### src/design/sbrm_pkg.sv
`default_nettype none
package sbrm_pkg;

  localparam int SAMPLE_W   = 24;
  localparam int FILT_W     = 32;
  localparam int MUL_W      = 32;
  localparam int PROD_W     = 2 * MUL_W;
  localparam int ACC_W      = PROD_W + 4;
  localparam int GAIN_W     = 16;
  localparam int MIX_W      = 13;
  localparam int CFG_IDX_W  = 3;
  localparam int CFG_DATA_W = 32;
  localparam int DRY_SHIFT  = 12;
  localparam int OUT_SHIFT  = 24;
  localparam int STEP_W     = 5;

  localparam logic [MIX_W-1:0] UNITY     = MIX_W'(4096);
  localparam logic [MIX_W-1:0] MIX_RESET = MIX_W'(2048);
  localparam logic signed [GAIN_W-1:0] GAIN_RESET = GAIN_W'(4096);

  localparam logic CH_L = 1'b0;
  localparam logic CH_R = 1'b1;

  typedef logic [STEP_W-1:0] step_t;

  typedef enum logic [CFG_IDX_W-1:0] {
    REG_B0   = 3'd0,
    REG_B1   = 3'd1,
    REG_B2   = 3'd2,
    REG_A1   = 3'd3,
    REG_A2   = 3'd4,
    REG_GAIN = 3'd5,
    REG_MIX  = 3'd6
  } cfg_reg_t;

  typedef enum logic [2:0] {
    A_B0, A_B1, A_B2, A_A1, A_A2, A_GAIN, A_GM, A_DMIX
  } asel_t;

  typedef enum logic [2:0] {
    B_X, B_X1, B_X2, B_Y1, B_Y2, B_MIX
  } bsel_t;

  typedef enum logic [1:0] {
    FACC_HOLD, FACC_LOAD, FACC_ADD, FACC_SUB
  } facc_op_t;

  typedef enum logic [1:0] {
    MACC_HOLD, MACC_LOAD_DRY, MACC_ADD
  } macc_op_t;

  typedef enum logic [1:0] {
    JMP_NEXT, JMP_WAIT_IN, JMP_WAIT_OUT, JMP_GOTO
  } jmp_t;

  typedef struct packed {
    logic signed [SAMPLE_W-1:0] left_in;
    logic signed [SAMPLE_W-1:0] right_in;
  } in_frame_t;

  typedef struct packed {
    logic signed [SAMPLE_W-1:0] left_out;
    logic signed [SAMPLE_W-1:0] right_out;
  } out_frame_t;

  typedef struct packed {
    logic signed [MUL_W-1:0]  b0;
    logic signed [MUL_W-1:0]  b1;
    logic signed [MUL_W-1:0]  b2;
    logic signed [MUL_W-1:0]  a1;
    logic signed [MUL_W-1:0]  a2;
    logic signed [GAIN_W-1:0] wet_gain;
    logic [MIX_W-1:0]         mix;
  } cfg_t;

  typedef struct packed {
    asel_t    a_sel;
    bsel_t    b_sel;
    logic     mul_ch;
    facc_op_t f_op;
    macc_op_t m_op;
    logic     gm_wr;
    logic     y_wr;
    logic     wb_ch;
    logic     ol_wr;
    jmp_t     jmp;
    step_t    tgt;
  } ctrl_t;

  typedef struct packed {
    ctrl_t uc;
    logic  load_in;
    logic  deliver;
  } dp_ctl_t;

  localparam ctrl_t UC_NOP = '{
    a_sel: A_B0, b_sel: B_X, mul_ch: CH_L, f_op: FACC_HOLD, m_op: MACC_HOLD,
    gm_wr: 1'b0, y_wr: 1'b0, wb_ch: CH_L, ol_wr: 1'b0, jmp: JMP_NEXT, tgt: '0
  };

  function automatic ctrl_t ucode(input step_t step);
    ctrl_t c;
    c = UC_NOP;
    case (step)
      step_t'(0): begin
        c.a_sel = A_GAIN; c.b_sel = B_MIX; c.jmp = JMP_WAIT_IN;
      end
      step_t'(1): begin
        c.gm_wr = 1'b1; c.a_sel = A_B0; c.b_sel = B_X; c.mul_ch = CH_L;
      end
      step_t'(2): begin
        c.f_op = FACC_LOAD; c.a_sel = A_B1; c.b_sel = B_X1; c.mul_ch = CH_L;
      end
      step_t'(3): begin
        c.f_op = FACC_ADD; c.a_sel = A_B2; c.b_sel = B_X2; c.mul_ch = CH_L;
      end
      step_t'(4): begin
        c.f_op = FACC_ADD; c.a_sel = A_A1; c.b_sel = B_Y1; c.mul_ch = CH_L;
      end
      step_t'(5): begin
        c.f_op = FACC_SUB; c.a_sel = A_A2; c.b_sel = B_Y2; c.mul_ch = CH_L;
      end
      step_t'(6): begin
        c.f_op = FACC_SUB; c.a_sel = A_DMIX; c.b_sel = B_X; c.mul_ch = CH_L;
      end
      step_t'(7): begin
        c.y_wr = 1'b1; c.wb_ch = CH_L; c.m_op = MACC_LOAD_DRY;
        c.a_sel = A_B0; c.b_sel = B_X; c.mul_ch = CH_R;
      end
      step_t'(8): begin
        c.f_op = FACC_LOAD; c.a_sel = A_GM; c.b_sel = B_Y1; c.mul_ch = CH_L;
      end
      step_t'(9): begin
        c.m_op = MACC_ADD; c.a_sel = A_B1; c.b_sel = B_X1; c.mul_ch = CH_R;
      end
      step_t'(10): begin
        c.ol_wr = 1'b1; c.f_op = FACC_ADD;
        c.a_sel = A_B2; c.b_sel = B_X2; c.mul_ch = CH_R;
      end
      step_t'(11): begin
        c.f_op = FACC_ADD; c.a_sel = A_A1; c.b_sel = B_Y1; c.mul_ch = CH_R;
      end
      step_t'(12): begin
        c.f_op = FACC_SUB; c.a_sel = A_A2; c.b_sel = B_Y2; c.mul_ch = CH_R;
      end
      step_t'(13): begin
        c.f_op = FACC_SUB; c.a_sel = A_DMIX; c.b_sel = B_X; c.mul_ch = CH_R;
      end
      step_t'(14): begin
        c.y_wr = 1'b1; c.wb_ch = CH_R; c.m_op = MACC_LOAD_DRY;
      end
      step_t'(15): begin
        c.a_sel = A_GM; c.b_sel = B_Y1; c.mul_ch = CH_R;
      end
      step_t'(16): begin
        c.m_op = MACC_ADD;
      end
      step_t'(17): begin
        c.jmp = JMP_WAIT_OUT; c.tgt = '0;
      end
      default: begin
        c.jmp = JMP_GOTO; c.tgt = '0;
      end
    endcase
    return c;
  endfunction

endpackage
`default_nettype wire

### src/design/sbrm_cfg_regs.sv
`default_nettype none
module sbrm_cfg_regs #(
  parameter int COEF_WIDTH = 32
) (
  input  wire logic                              clk,
  input  wire logic                              rst_n,
  input  wire logic                              cfg_valid,
  output logic                                   cfg_ready,
  input  wire logic [sbrm_pkg::CFG_IDX_W-1:0]    cfg_index,
  input  wire logic [sbrm_pkg::CFG_DATA_W-1:0]   cfg_data,
  output sbrm_pkg::cfg_t                         cfg
);

  logic signed [COEF_WIDTH-1:0] b0_r, b1_r, b2_r, a1_r, a2_r;
  logic signed [sbrm_pkg::GAIN_W-1:0] gain_r;
  logic [sbrm_pkg::MIX_W-1:0] mix_r;

  assign cfg_ready = 1'b1;

  always_ff @(posedge clk) begin
    if (!rst_n) begin
      b0_r   <= '0;
      b1_r   <= '0;
      b2_r   <= '0;
      a1_r   <= '0;
      a2_r   <= '0;
      gain_r <= sbrm_pkg::GAIN_RESET;
      mix_r  <= sbrm_pkg::MIX_RESET;
    end else if (cfg_valid) begin
      case (cfg_index)
        sbrm_pkg::REG_B0:   b0_r   <= cfg_data[COEF_WIDTH-1:0];
        sbrm_pkg::REG_B1:   b1_r   <= cfg_data[COEF_WIDTH-1:0];
        sbrm_pkg::REG_B2:   b2_r   <= cfg_data[COEF_WIDTH-1:0];
        sbrm_pkg::REG_A1:   a1_r   <= cfg_data[COEF_WIDTH-1:0];
        sbrm_pkg::REG_A2:   a2_r   <= cfg_data[COEF_WIDTH-1:0];
        sbrm_pkg::REG_GAIN: gain_r <= cfg_data[sbrm_pkg::GAIN_W-1:0];
        sbrm_pkg::REG_MIX:  mix_r  <= cfg_data[sbrm_pkg::MIX_W-1:0];
        default: ;
      endcase
    end
  end

  always_comb begin
    cfg.b0       = sbrm_pkg::MUL_W'(b0_r);
    cfg.b1       = sbrm_pkg::MUL_W'(b1_r);
    cfg.b2       = sbrm_pkg::MUL_W'(b2_r);
    cfg.a1       = sbrm_pkg::MUL_W'(a1_r);
    cfg.a2       = sbrm_pkg::MUL_W'(a2_r);
    cfg.wet_gain = gain_r;
    cfg.mix      = mix_r;
  end

endmodule
`default_nettype wire

### src/design/sbrm_sequencer.sv
`default_nettype none
module sbrm_sequencer (
  input  wire logic          clk,
  input  wire logic          rst_n,
  input  wire logic          in_valid,
  output logic               in_ready,
  output logic               out_valid,
  input  wire logic          out_ready,
  output sbrm_pkg::dp_ctl_t  ctl
);

  sbrm_pkg::step_t step_r, step_nxt;
  logic            out_valid_r, out_valid_nxt;
  sbrm_pkg::ctrl_t uc;
  logic            in_fire;
  logic            out_free;

  assign uc        = sbrm_pkg::ucode(step_r);
  assign in_ready  = (uc.jmp == sbrm_pkg::JMP_WAIT_IN);
  assign in_fire   = in_valid && in_ready;
  assign out_free  = !out_valid_r || out_ready;
  assign out_valid = out_valid_r;

  always_comb begin
    ctl.uc      = uc;
    ctl.load_in = in_fire;
    ctl.deliver = (uc.jmp == sbrm_pkg::JMP_WAIT_OUT) && out_free;
  end

  always_comb begin
    case (uc.jmp)
      sbrm_pkg::JMP_NEXT:     step_nxt = step_r + sbrm_pkg::STEP_W'(1);
      sbrm_pkg::JMP_WAIT_IN:  step_nxt = in_fire ? step_r + sbrm_pkg::STEP_W'(1) : step_r;
      sbrm_pkg::JMP_WAIT_OUT: step_nxt = out_free ? uc.tgt : step_r;
      sbrm_pkg::JMP_GOTO:     step_nxt = uc.tgt;
      default:                step_nxt = '0;
    endcase
    if (ctl.deliver) begin
      out_valid_nxt = 1'b1;
    end else if (out_ready) begin
      out_valid_nxt = 1'b0;
    end else begin
      out_valid_nxt = out_valid_r;
    end
  end

  always_ff @(posedge clk) begin
    if (!rst_n) begin
      step_r      <= '0;
      out_valid_r <= 1'b0;
    end else begin
      step_r      <= step_nxt;
      out_valid_r <= out_valid_nxt;
    end
  end

endmodule
`default_nettype wire

### src/design/sbrm_datapath.sv
`default_nettype none
module sbrm_datapath #(
  parameter int COEF_WIDTH = 32
) (
  input  wire logic                 clk,
  input  wire logic                 rst_n,
  input  wire sbrm_pkg::cfg_t       cfg,
  input  wire sbrm_pkg::dp_ctl_t    ctl,
  input  wire sbrm_pkg::in_frame_t  in_data,
  output sbrm_pkg::out_frame_t      out_data
);

  localparam int SW = sbrm_pkg::SAMPLE_W;
  localparam int FW = sbrm_pkg::FILT_W;
  localparam int MW = sbrm_pkg::MUL_W;
  localparam int AW = sbrm_pkg::ACC_W;
  localparam int CF = COEF_WIDTH - 2;

  localparam logic signed [AW-1:0] F_HALF = AW'(1) << (CF - 1);
  localparam logic signed [AW-1:0] M_HALF = AW'(1) << (sbrm_pkg::OUT_SHIFT - 1);
  localparam logic signed [FW-1:0] F_MAX  = {1'b0, {(FW-1){1'b1}}};
  localparam logic signed [FW-1:0] F_MIN  = {1'b1, {(FW-1){1'b0}}};
  localparam logic signed [SW-1:0] S_MAX  = {1'b0, {(SW-1){1'b1}}};
  localparam logic signed [SW-1:0] S_MIN  = {1'b1, {(SW-1){1'b0}}};

  logic signed [SW-1:0] x_r  [2];
  logic signed [SW-1:0] x1_r [2];
  logic signed [SW-1:0] x2_r [2];
  logic signed [FW-1:0] y1_r [2];
  logic signed [FW-1:0] y2_r [2];

  logic signed [sbrm_pkg::PROD_W-1:0] prod_r, prod_nxt;
  logic signed [MW-1:0]               gm_r;
  logic signed [AW-1:0]               acc_f_r, acc_f_nxt;
  logic signed [AW-1:0]               acc_m_r, acc_m_nxt;
  logic signed [SW-1:0]               ol_r;
  sbrm_pkg::out_frame_t               out_r;

  logic [sbrm_pkg::MIX_W-1:0] mix_c, dmix;
  logic signed [MW-1:0]       op_a, op_b;
  logic signed [AW-1:0]       p_ext, p_dry;
  logic signed [AW-1:0]       f_sh, m_sh;
  logic [AW-FW:0]             f_hi;
  logic [AW-SW:0]             m_hi;
  logic signed [FW-1:0]       y_new;
  logic signed [SW-1:0]       mix_out;
  logic                       ch;

  assign ch    = ctl.uc.mul_ch;
  assign mix_c = (cfg.mix > sbrm_pkg::UNITY) ? sbrm_pkg::UNITY : cfg.mix;
  assign dmix  = sbrm_pkg::UNITY - mix_c;

  always_comb begin
    case (ctl.uc.a_sel)
      sbrm_pkg::A_B0:   op_a = cfg.b0;
      sbrm_pkg::A_B1:   op_a = cfg.b1;
      sbrm_pkg::A_B2:   op_a = cfg.b2;
      sbrm_pkg::A_A1:   op_a = cfg.a1;
      sbrm_pkg::A_A2:   op_a = cfg.a2;
      sbrm_pkg::A_GAIN: op_a = MW'(cfg.wet_gain);
      sbrm_pkg::A_GM:   op_a = gm_r;
      sbrm_pkg::A_DMIX: op_a = {{(MW-sbrm_pkg::MIX_W){1'b0}}, dmix};
      default:          op_a = '0;
    endcase
    case (ctl.uc.b_sel)
      sbrm_pkg::B_X:   op_b = MW'(x_r[ch]);
      sbrm_pkg::B_X1:  op_b = MW'(x1_r[ch]);
      sbrm_pkg::B_X2:  op_b = MW'(x2_r[ch]);
      sbrm_pkg::B_Y1:  op_b = MW'(y1_r[ch]);
      sbrm_pkg::B_Y2:  op_b = MW'(y2_r[ch]);
      sbrm_pkg::B_MIX: op_b = {{(MW-sbrm_pkg::MIX_W){1'b0}}, mix_c};
      default:         op_b = '0;
    endcase
    prod_nxt = op_a * op_b;
  end

  assign p_ext = AW'(prod_r);
  assign p_dry = p_ext <<< sbrm_pkg::DRY_SHIFT;

  always_comb begin
    case (ctl.uc.f_op)
      sbrm_pkg::FACC_LOAD: acc_f_nxt = p_ext;
      sbrm_pkg::FACC_ADD:  acc_f_nxt = acc_f_r + p_ext;
      sbrm_pkg::FACC_SUB:  acc_f_nxt = acc_f_r - p_ext;
      default:             acc_f_nxt = acc_f_r;
    endcase
    case (ctl.uc.m_op)
      sbrm_pkg::MACC_LOAD_DRY: acc_m_nxt = p_dry;
      sbrm_pkg::MACC_ADD:      acc_m_nxt = acc_m_r + p_ext;
      default:                 acc_m_nxt = acc_m_r;
    endcase
  end

  always_comb begin
    f_sh = (acc_f_r + F_HALF) >>> CF;
    f_hi = f_sh[AW-1:FW-1];
    if ((&f_hi) || !(|f_hi)) begin
      y_new = f_sh[FW-1:0];
    end else begin
      y_new = f_sh[AW-1] ? F_MIN : F_MAX;
    end
    m_sh = (acc_m_r + M_HALF) >>> sbrm_pkg::OUT_SHIFT;
    m_hi = m_sh[AW-1:SW-1];
    if ((&m_hi) || !(|m_hi)) begin
      mix_out = m_sh[SW-1:0];
    end else begin
      mix_out = m_sh[AW-1] ? S_MIN : S_MAX;
    end
  end

  always_ff @(posedge clk) begin
    if (!rst_n) begin
      for (int i = 0; i < 2; i++) begin
        x1_r[i] <= '0;
        x2_r[i] <= '0;
        y1_r[i] <= '0;
        y2_r[i] <= '0;
      end
    end else if (ctl.uc.y_wr) begin
      x2_r[ctl.uc.wb_ch] <= x1_r[ctl.uc.wb_ch];
      x1_r[ctl.uc.wb_ch] <= x_r[ctl.uc.wb_ch];
      y2_r[ctl.uc.wb_ch] <= y1_r[ctl.uc.wb_ch];
      y1_r[ctl.uc.wb_ch] <= y_new;
    end
  end

  always_ff @(posedge clk) begin
    prod_r  <= prod_nxt;
    acc_f_r <= acc_f_nxt;
    acc_m_r <= acc_m_nxt;
    if (ctl.load_in) begin
      x_r[sbrm_pkg::CH_L] <= in_data.left_in;
      x_r[sbrm_pkg::CH_R] <= in_data.right_in;
    end
    if (ctl.uc.gm_wr) begin
      gm_r <= prod_r[MW-1:0];
    end
    if (ctl.uc.ol_wr) begin
      ol_r <= mix_out;
    end
    if (ctl.deliver) begin
      out_r.left_out  <= ol_r;
      out_r.right_out <= mix_out;
    end
  end

  assign out_data = out_r;

endmodule
`default_nettype wire

### src/design/stereo_biquad_resonator_mix.sv
`default_nettype none
// Channel  Ports                                      Payload
// in       in_valid / in_ready / in_data              left_in, right_in (Q1.23)
// out      out_valid / out_ready / out_data           left_out, right_out (Q1.23)
// cfg      cfg_valid / cfg_ready / cfg_index,cfg_data register index, write data
//
// A single 32x32 multiplier issues one gain product and seven products per channel,
// stepped by the microcode table.
// in_ready is high only at the first step; the frame is captured on transfer.
// Reset clears filter history to zero and loads register defaults.
// A finished frame waits in the result register; the sequencer holds at its last
// step while that register is occupied and not read, so no next frame is taken meanwhile.
module stereo_biquad_resonator_mix #(
  parameter int COEF_WIDTH = 32
) (
  input  wire logic                            clk,
  input  wire logic                            rst_n,
  input  wire logic                            in_valid,
  output logic                                 in_ready,
  input  wire sbrm_pkg::in_frame_t             in_data,
  output logic                                 out_valid,
  input  wire logic                            out_ready,
  output sbrm_pkg::out_frame_t                 out_data,
  input  wire logic                            cfg_valid,
  output logic                                 cfg_ready,
  input  wire logic [sbrm_pkg::CFG_IDX_W-1:0]  cfg_index,
  input  wire logic [sbrm_pkg::CFG_DATA_W-1:0] cfg_data
);

  sbrm_pkg::cfg_t    cfg;
  sbrm_pkg::dp_ctl_t ctl;

  sbrm_cfg_regs #(
    .COEF_WIDTH(COEF_WIDTH)
  ) u_cfg (
    .clk       (clk),
    .rst_n     (rst_n),
    .cfg_valid (cfg_valid),
    .cfg_ready (cfg_ready),
    .cfg_index (cfg_index),
    .cfg_data  (cfg_data),
    .cfg       (cfg)
  );

  sbrm_sequencer u_seq (
    .clk       (clk),
    .rst_n     (rst_n),
    .in_valid  (in_valid),
    .in_ready  (in_ready),
    .out_valid (out_valid),
    .out_ready (out_ready),
    .ctl       (ctl)
  );

  sbrm_datapath #(
    .COEF_WIDTH(COEF_WIDTH)
  ) u_dp (
    .clk      (clk),
    .rst_n    (rst_n),
    .cfg      (cfg),
    .ctl      (ctl),
    .in_data  (in_data),
    .out_data (out_data)
  );

endmodule
`default_nettype wire

### config.mk
export PLATFORM = sky130hd
export DESIGN_NAME = stereo_biquad_resonator_mix
export DESIGN_NICKNAME = d
export VERILOG_FILES = /design/src/design/sbrm_pkg.sv /design/src/design/sbrm_cfg_regs.sv /design/src/design/sbrm_sequencer.sv /design/src/design/sbrm_datapath.sv /design/src/design/stereo_biquad_resonator_mix.sv
export SDC_FILE = /design/constraint.sdc
export NUM_CORES = 2
export LEC_CHECK = 0
export ABC_CLOCK_PERIOD_IN_PS = 10310
export BUFFER_PORTS_ARGS = -buffer_cell sky130_fd_sc_hd__buf_2
export CORE_MARGIN = 2
export CORE_UTILIZATION = 37
export DETAILED_ROUTE_END_ITERATION = 7
export GPL_TIMING_DRIVEN = 0
export PLACE_DENSITY = 0.54
export SLEW_MARGIN = 20
export SYNTH_ARGS = -nofsm -noshare
export SYNTH_HDL_FRONTEND = slang
export SYNTH_SLANG_ARGS = --single-unit
### constraint.sdc
create_clock -name clk -period 10.31 [get_ports clk]
set_input_delay 0.5155 -clock clk [delete_from_list [all_inputs] [get_ports clk]]
set_output_delay 0.5155 -clock clk [all_outputs]
set_load 0.01 [all_outputs]
### After elaboration in Yosys (flattened, before gate mapping)

Memory sizes are Yosys's and may differ from the RTL's.
Index checks and enable logic that the tools add are counted.

* $add $sub $neg: 7
* $mul: 1
* div/mod/pow operators: 0
* magnitude comparators: 1
* equal/unequal tests: 45
* shifts and indexed selects: 0
* multiplexer cells: 40
* bitwise operators: 0
* reductions and logical operators: 45

Operator list (count)
* one-hot mux 32 bit (8 select lines): 1
* one-hot mux 68 bit (3 select lines): 1
* one-hot mux 32 bit (6 select lines): 1
* adder 68 x 64 -> 68 bit: 2
* one-hot mux 68 bit (2 select lines): 1
* two-way mux 32 bit: 4
* two-way mux 24 bit: 4
* adder 68 x 25 -> 68 bit, second input constant: 1
* adder 68 x 31 -> 68 bit, second input constant: 1
* subtractor 68 x 64 -> 68 bit: 1
* multiplier 32 x 32 -> 64 bit: 1
* OR reduction 32 bit: 2
* OR reduction 24 bit: 2
* one-hot mux 6 bit (7 select lines): 1
* == test 5 x 4 -> 1 bit, second input constant: 8
* == test 3 bit, second input constant: 9
* AND reduction 21 bit: 1
* OR reduction 21 bit: 1
* == test 5 x 3 -> 1 bit, second input constant: 4
* one-hot mux 5 bit (4 select lines): 1
* two-way mux 1 bit: 19
* == test 3 x 2 -> 1 bit, second input constant: 6
* OR reduction 2 bit: 9
* AND reduction 2 bit: 8
* other kinds (27): 50

* register bits after elaboration: 499
* latch bits: 0
* RAM bits: 272
* memory bits (read-only): 0
* output and inout port bits: 51
* memories: 5

Memories
* u_dp.y1_r: words 2, bits a word 32, rd ports 2, clocked after Yosys merged registers in 0, write ports 2, RTL line sbrm_datapath.sv:29 `logic signed [FW-1:0] y1_r [2];`
* u_dp.y2_r: words 2, bits a word 32, rd ports 1, clocked after Yosys merged registers in 0, write ports 2, RTL line sbrm_datapath.sv:30 `logic signed [FW-1:0] y2_r [2];`
* u_dp.x1_r: words 2, bits a word 24, rd ports 2, clocked after Yosys merged registers in 0, write ports 2, RTL line sbrm_datapath.sv:27 `logic signed [SW-1:0] x1_r [2];`
* u_dp.x2_r: words 2, bits a word 24, rd ports 1, clocked after Yosys merged registers in 0, write ports 2, RTL line sbrm_datapath.sv:28 `logic signed [SW-1:0] x2_r [2];`
* u_dp.x_r: words 2, bits a word 24, rd ports 2, clocked after Yosys merged registers in 0, write ports 2, RTL line sbrm_datapath.sv:26 `logic signed [SW-1:0] x_r [2];`

### Depth between registers and ports, before layout

* depth after elaboration: 7
* mapped depth: 45
* depth with buffers taken out: 39

### Hierarchy

Synthesis repeated with hierarchy kept, for this count alone.

* cell total of the unflattened synthesis: 8164
* area, all modules: 78994.5 sq um

By module, submodules not included
* sbrm_datapath: instances 1, cells an instance 7393, area each 71223.3 sq um
* sbrm_cfg_regs: instances 1, cells an instance 657, area each 6897.9 sq um
* sbrm_sequencer: instances 1, cells an instance 114, area each 873.3 sq um

### Worst setup path before layout

Ideal clock, no wire load.

* path type: flip-flop to flip-flop
* from: register u_seq.step_r[0]
* to: register u_dp.prod_r[61] (netlist bit)
* data arrival time: 10.303 ns
* slack: -0.065 ns
* cell stages (with the launch flop): 42
* path buffers: 7
* period minus slack after synthesis: 10.375 ns
* cells stage by stage: dfxtp_1 -> inv_1 -> ha_1 -> clkbuf_2 -> nand2_1 -> and3_1 -> or3_1 -> buf_2 -> and3_4 -> buf_6 -> and3_1 -> buf_6 -> buf_6 -> buf_2 -> nand2_1 -> nand2_1 -> o32a_1 -> buf_2 -> [6 not listed] -> inv_1 -> fa_1 -> inv_1 -> fa_1 -> inv_1 -> fa_1 -> inv_1 -> fa_1 -> ha_1 -> a21o_1 -> a211oi_1 -> o21a_1 -> o31ai_1 -> o21a_1 -> a221o_1 -> o311ai_0 -> nor2b_1 -> xnor2_1

* word-level cells in the longest chain between the ends: 6
* elaborated cells between the ends (all ways): 45
* classes of those cells: mul: 1; eq/ne: 25; mux: 4; reduce/logical: 10; memory: 5

Ends and longest elaborated chain
* from (decl): RTL line sbrm_sequencer.sv:12 `sbrm_pkg::step_t step_r, step_nxt;`
* from (signal assigned): RTL line sbrm_sequencer.sv:52 `step_r <= step_nxt;`
* == test 5 x 4 -> 1 bit, or another cell as far along: RTL line sbrm_pkg.sv:104 `case (step)`
* OR reduction 2 bit (no source line) / OR reduction 7 bit (equally long branches)
* one-hot mux 6 bit (7 select lines) / two-way mux 1 bit (equally long branches): RTL line sbrm_pkg.sv:104
* == test 3 bit, or another cell as far along: RTL line sbrm_datapath.sv:54 `case (ctl.uc.a_sel)`
* one-hot mux 32 bit (8 select lines) / one-hot mux 32 bit (6 select lines) (equally long branches): RTL line sbrm_datapath.sv:54, sbrm_datapath.sv:65
* multiplier 32 x 32 -> 64 bit *: RTL line sbrm_datapath.sv:74 `prod_nxt = op_a * op_b;`
* named net u_dp.prod_nxt (one bit): RTL line sbrm_datapath.sv:32 `logic signed [sbrm_pkg::PROD_W-1:0] prod_r, prod_nxt;`
* to (signal assigned): RTL line sbrm_datapath.sv:128 `prod_r <= prod_nxt;`
* to (decl): RTL line sbrm_datapath.sv:32

The timed path passes the listed nets; every way through them passes the cells marked *.
A chain may end at the register's enable or synchronous reset.

### Final worst setup path

Same ends and word-level chain as after synthesis.

==> run summary <==
The run finished, with violations left. The final reports fail on design-rule violations, negative setup slack. The critical path launch point type was a flop. The tools report the global-route total usage across every layer as 29.61%. The highest layer touched by signal routing is met5. For the largest net degree at the start of global routing, the log shows 46. The via count of the first global-routing pass was 65398; the x dimension of the die was 463 um.

The number of vias per cell after detailed routing came out at 5.560. The maximum fanout encountered on the critical timing path works out to 10. After technology mapping, the gate count stands at 8220.

The run gives 103 as the count of distinct cell types in the synthesized netlist. Summed over all layers, the global routing overflow is 0. The logs give 64935 for the total via count in the routed design and 461.8 mm for the first-pass GRT wire length. The worst reg-to-reg path cell count works out to 37. The logs give 9 for the number of setup violations in the final report and 17 for the number of antenna violations at the first check in global routing. For this block, the initial DRC count from the detailed router was 7169. The routed design uses 29.69 mm of met3 wire.

For flop-to-flop paths, the worst setup slack is -300 ps. The portion of the post-synthesis area used by sequential elements was 26.37%. The biggest area consumer among synthesized cells is sky130_fd_sc_hd__fa_1.

Counting instances in the post-synthesis netlist gives the leading cell types as sky130_fd_sc_hd__nand2_1 (1408), sky130_fd_sc_hd__inv_1 (1085), sky130_fd_sc_hd__fa_1 (1084). The endpoint identified for the worst register-to-register timing path is u_dp.prod_r[61]. Cell seen most often among critical-path stages: sky130_fd_sc_hd__fa_1. In this run the deepest clock path goes through 3 buffers. Hold violation total from the final report: 0.

Clock tree synthesis found a total of 771 sinks. Among all flip-flop cells after synthesis, the most frequent one is sky130_fd_sc_hd__edfxtp_1. The path length in cells of the critical path is 37, and the die extent in y is 463 um. STA puts the critical path data arrival time at 11240 ps. The tree is rooted in a sky130_fd_sc_hd__clkbuf_16. For this run, the slowest stage of the critical path takes 700 ps.

In this run the worst setup path begins at u_seq.step_r[0]. The initial utilization of the core area, before any placement, comes to 37.20%. The number of detailed-routing iterations run before antenna repair was 8.

The portion of the clock cycle consumed by the worst path in the final layout is 102.9%. The number of clock buffers added by TritonCTS is 86. The min-delay analysis places its worst path in the category in2reg. At the pin with the least slew margin, the transition time is 1220 ps. Summed over all failing endpoints, the final setup total negative slack is -1466 ps. The detailed-routing wirelength on met1 came out at 129.4 mm.

The relative area change from synthesis to final layout was 18.56%. The total routed wirelength came out at 321.4 mm. Yosys instantiated no cell more often than sky130_fd_sc_hd__nand2_1. In this run, synthesis produced a sequential element count of 771. The share of post-route cells with drive strength above 1 works out to 14.58%. The worst setup path is captured at a flop.

Mean routed wirelength per cell: 27.51 um. In this run the worst setup path terminates at u_dp.prod_r[61]. Setup repair after global routing could not meet its margin everywhere. Count of unresolved DRC violations after routing: 10.

The clock-pin transition on the worst setup and hold timing paths is 60 ps. The clock tree synthesis step divided the H-tree into 3 levels. The synthesized design devotes to its leading area cell type 27.84% of total area.

Before CTS, the worst setup slack after placement is -3839 ps. The slowest stage cell on the critical path was sky130_fd_sc_hd__fa_2. For this run, asynchronously set or reset flops after synthesis account for 0%. TritonCTS built the clock tree.

For the worst max-slew margin expressed relative to the limit, the log shows 18.58%. During synthesis, Yosys emitted a total of 0 warnings. The minimum clock period after layout works out to 10610 ps. The HPWL after detailed placement is 252.0 mm. Area of the core: 209600 sq um. The number of input and output port buffers inserted was 137. In this run the remaining antenna-violating nets after routing total 0.

Across the run, the number of max-cap violations was 0. Among cell families on the critical path, the largest total delay comes from adder cells. The mean instance size in the synthesized netlist came out at 9.483 sq um.

The startpoint identified for the worst register-to-register timing path is u_seq.step_r[0]. The final worst clock skew was 44.41 ps; the total number of placement rows was 168. In the detailed route, the total length drawn on met2 is 141.1 mm. The number of buffers and inverters on the critical path was 9. At the worst endpoint, the required time is 10940 ps. The count of non-filler cells in the finished layout is 11680, and the total number of nets in the final design is 10287. For the final worst slack, the log shows -298.6 ps.

Counting flops with a built-in enable in the synthesized netlist gives 512. In this run the cell area of the synthesized design comes to 77950 sq um. The die covers 214400 sq um. The logs give 20296 for the fill cell instance count of the final layout and 139 for the number of placed I/O pins. The logs give 9720 for the net count of the mapped netlist and 0.9977 for the placer's final routability congestion estimate. The class of the most critical setup path is reg2reg. Core utilization of the finished layout: 44.10%.

The achievable clock frequency was 94.26 MHz. The clock reaches the later pin of the worst-skew pair after 740 ps. The final count of pins violating max slew came out at 0. The number of placed instances, taps included, is 11206. In the post-synthesis netlist, the biggest area contributors are sky130_fd_sc_hd__fa_1 (28%), sky130_fd_sc_hd__edfxtp_1 (20%), sky130_fd_sc_hd__nand2_1 (6.8%).
==> stage by stage <==
stage / instance area [sq um] / hold WS (ps)
finish: 92420 / 98.98
detailed placement: 83090 / 405.4
floorplan: 77950 / 400.3
global placement: 82150 / 401.3
global route: 92390 / 76.72
CTS: 90930 / 54.09
==> metal layers <==
metal / track usage (%) / vias up
li1: - / 28035
met1: 39.15 / 32934
met2: 45.52 / 3202
met3: 6.219 / 752
met4: 15.77 / 12
met5: 0 / -
==> registers in the layout, summed over array words and instances (netlist names), 64 cells and up <==
signal	count
u_dp.y1_r	64
u_dp.y2_r	64
u_dp.acc_f_r	68
u_dp.acc_m_r	68
u_dp.prod_r	64
==> layout make-up <==
| type | count | area, sq um | share of cell area (%) |
|---|---|---|---|
| multi-input combinational | 5932 | 53710 | 58.11 |
| sequential | 771 | 20580 | 22.27 |
| clock inverter | 55 | 648.1 | 0.7013 |
| tap | 2805 | 3510 | 3.797 |
| antenna | 14 | 35.03 | 0.03791 |
| buffer | 409 | 3253 | 3.520 |
| inverter | 1086 | 4101 | 4.438 |
| timing repair buffer | 501 | 4358 | 4.715 |
| clock buffer | 107 | 2231 | 2.414 |
==> worst register-to-register path: cells and delay by family, from the launching register on <==
kind | cells | cell delay (ps)
xor gates and xnor gates | 1 | 130
DFF | 1 | 370
and+or+nand+nor | 5 | 850
adders and majority gates | 10 | 5030
buffers and inverters | 9 | 1670
AOI/OAI and AO/OA | 12 | 2490
==> cells in the final DEF, fill, tap and decap left out, types with 195 or more instances in the layout <==
| cell type | count |
|---|---|
| sky130_fd_sc_hd__and2_1 | 289 |
| sky130_fd_sc_hd__nand2_1 | 1374 |
| sky130_fd_sc_hd__o21ai_0 | 230 |
| sky130_fd_sc_hd__edfxtp_1 | 512 |
| sky130_fd_sc_hd__ha_1 | 299 |
| sky130_fd_sc_hd__a21boi_0 | 195 |
| sky130_fd_sc_hd__inv_1 | 1071 |
| sky130_fd_sc_hd__dfxtp_1 | 252 |
| sky130_fd_sc_hd__nor2_1 | 453 |
| sky130_fd_sc_hd__buf_4 | 273 |
| sky130_fd_sc_hd__a21oi_1 | 296 |
| sky130_fd_sc_hd__fa_1 | 1034 |
==> logic make-up after synthesis <==
group	Yosys count	synth area share (%)
mux	103	1.406
other cells	1	0.004811
buf+inv	1517	7.797
flops	771	26.37
compound gates	1368	12.00
fa+ha+maj	1412	33.10
simple gates	2720	15.62
xor+xnor	328	3.685
==> worst min-delay path by stage <==
stage / endpoint / depth (start not counted) / slack, ps / from
detailed placement: u_dp.out_data[37] / 0 / 410 / u_dp.ol_r[13]
CTS: u_cfg.b2_r[16] / 3 / 50 / cfg_data[16]
floorplan: u_dp.out_data[24] / 0 / 400 / u_dp.ol_r[0]
finish: u_cfg.a2_r[19] / 3 / 100 / cfg_data[19]
global placement: u_dp.out_data[45] / 0 / 400 / u_dp.ol_r[21]
global route: u_cfg.b1_r[16] / 3 / 80 / cfg_data[16]
==> what timing repair did <==
action | in CTS | in global routing
buffers inserted | 176 | 93
cloned | 4 | 2
pin swaps | 135 | 168
hold endpoints to repair | 47 | 0
gates resized for setup | 740 | 218
hold buffers | 47 | 0
setup endpoints to repair | 48 | 28
Power is left out: the tool's default activity adds up to more than one toggle a clock period on the data nets, which glitch-free logic cannot reach.
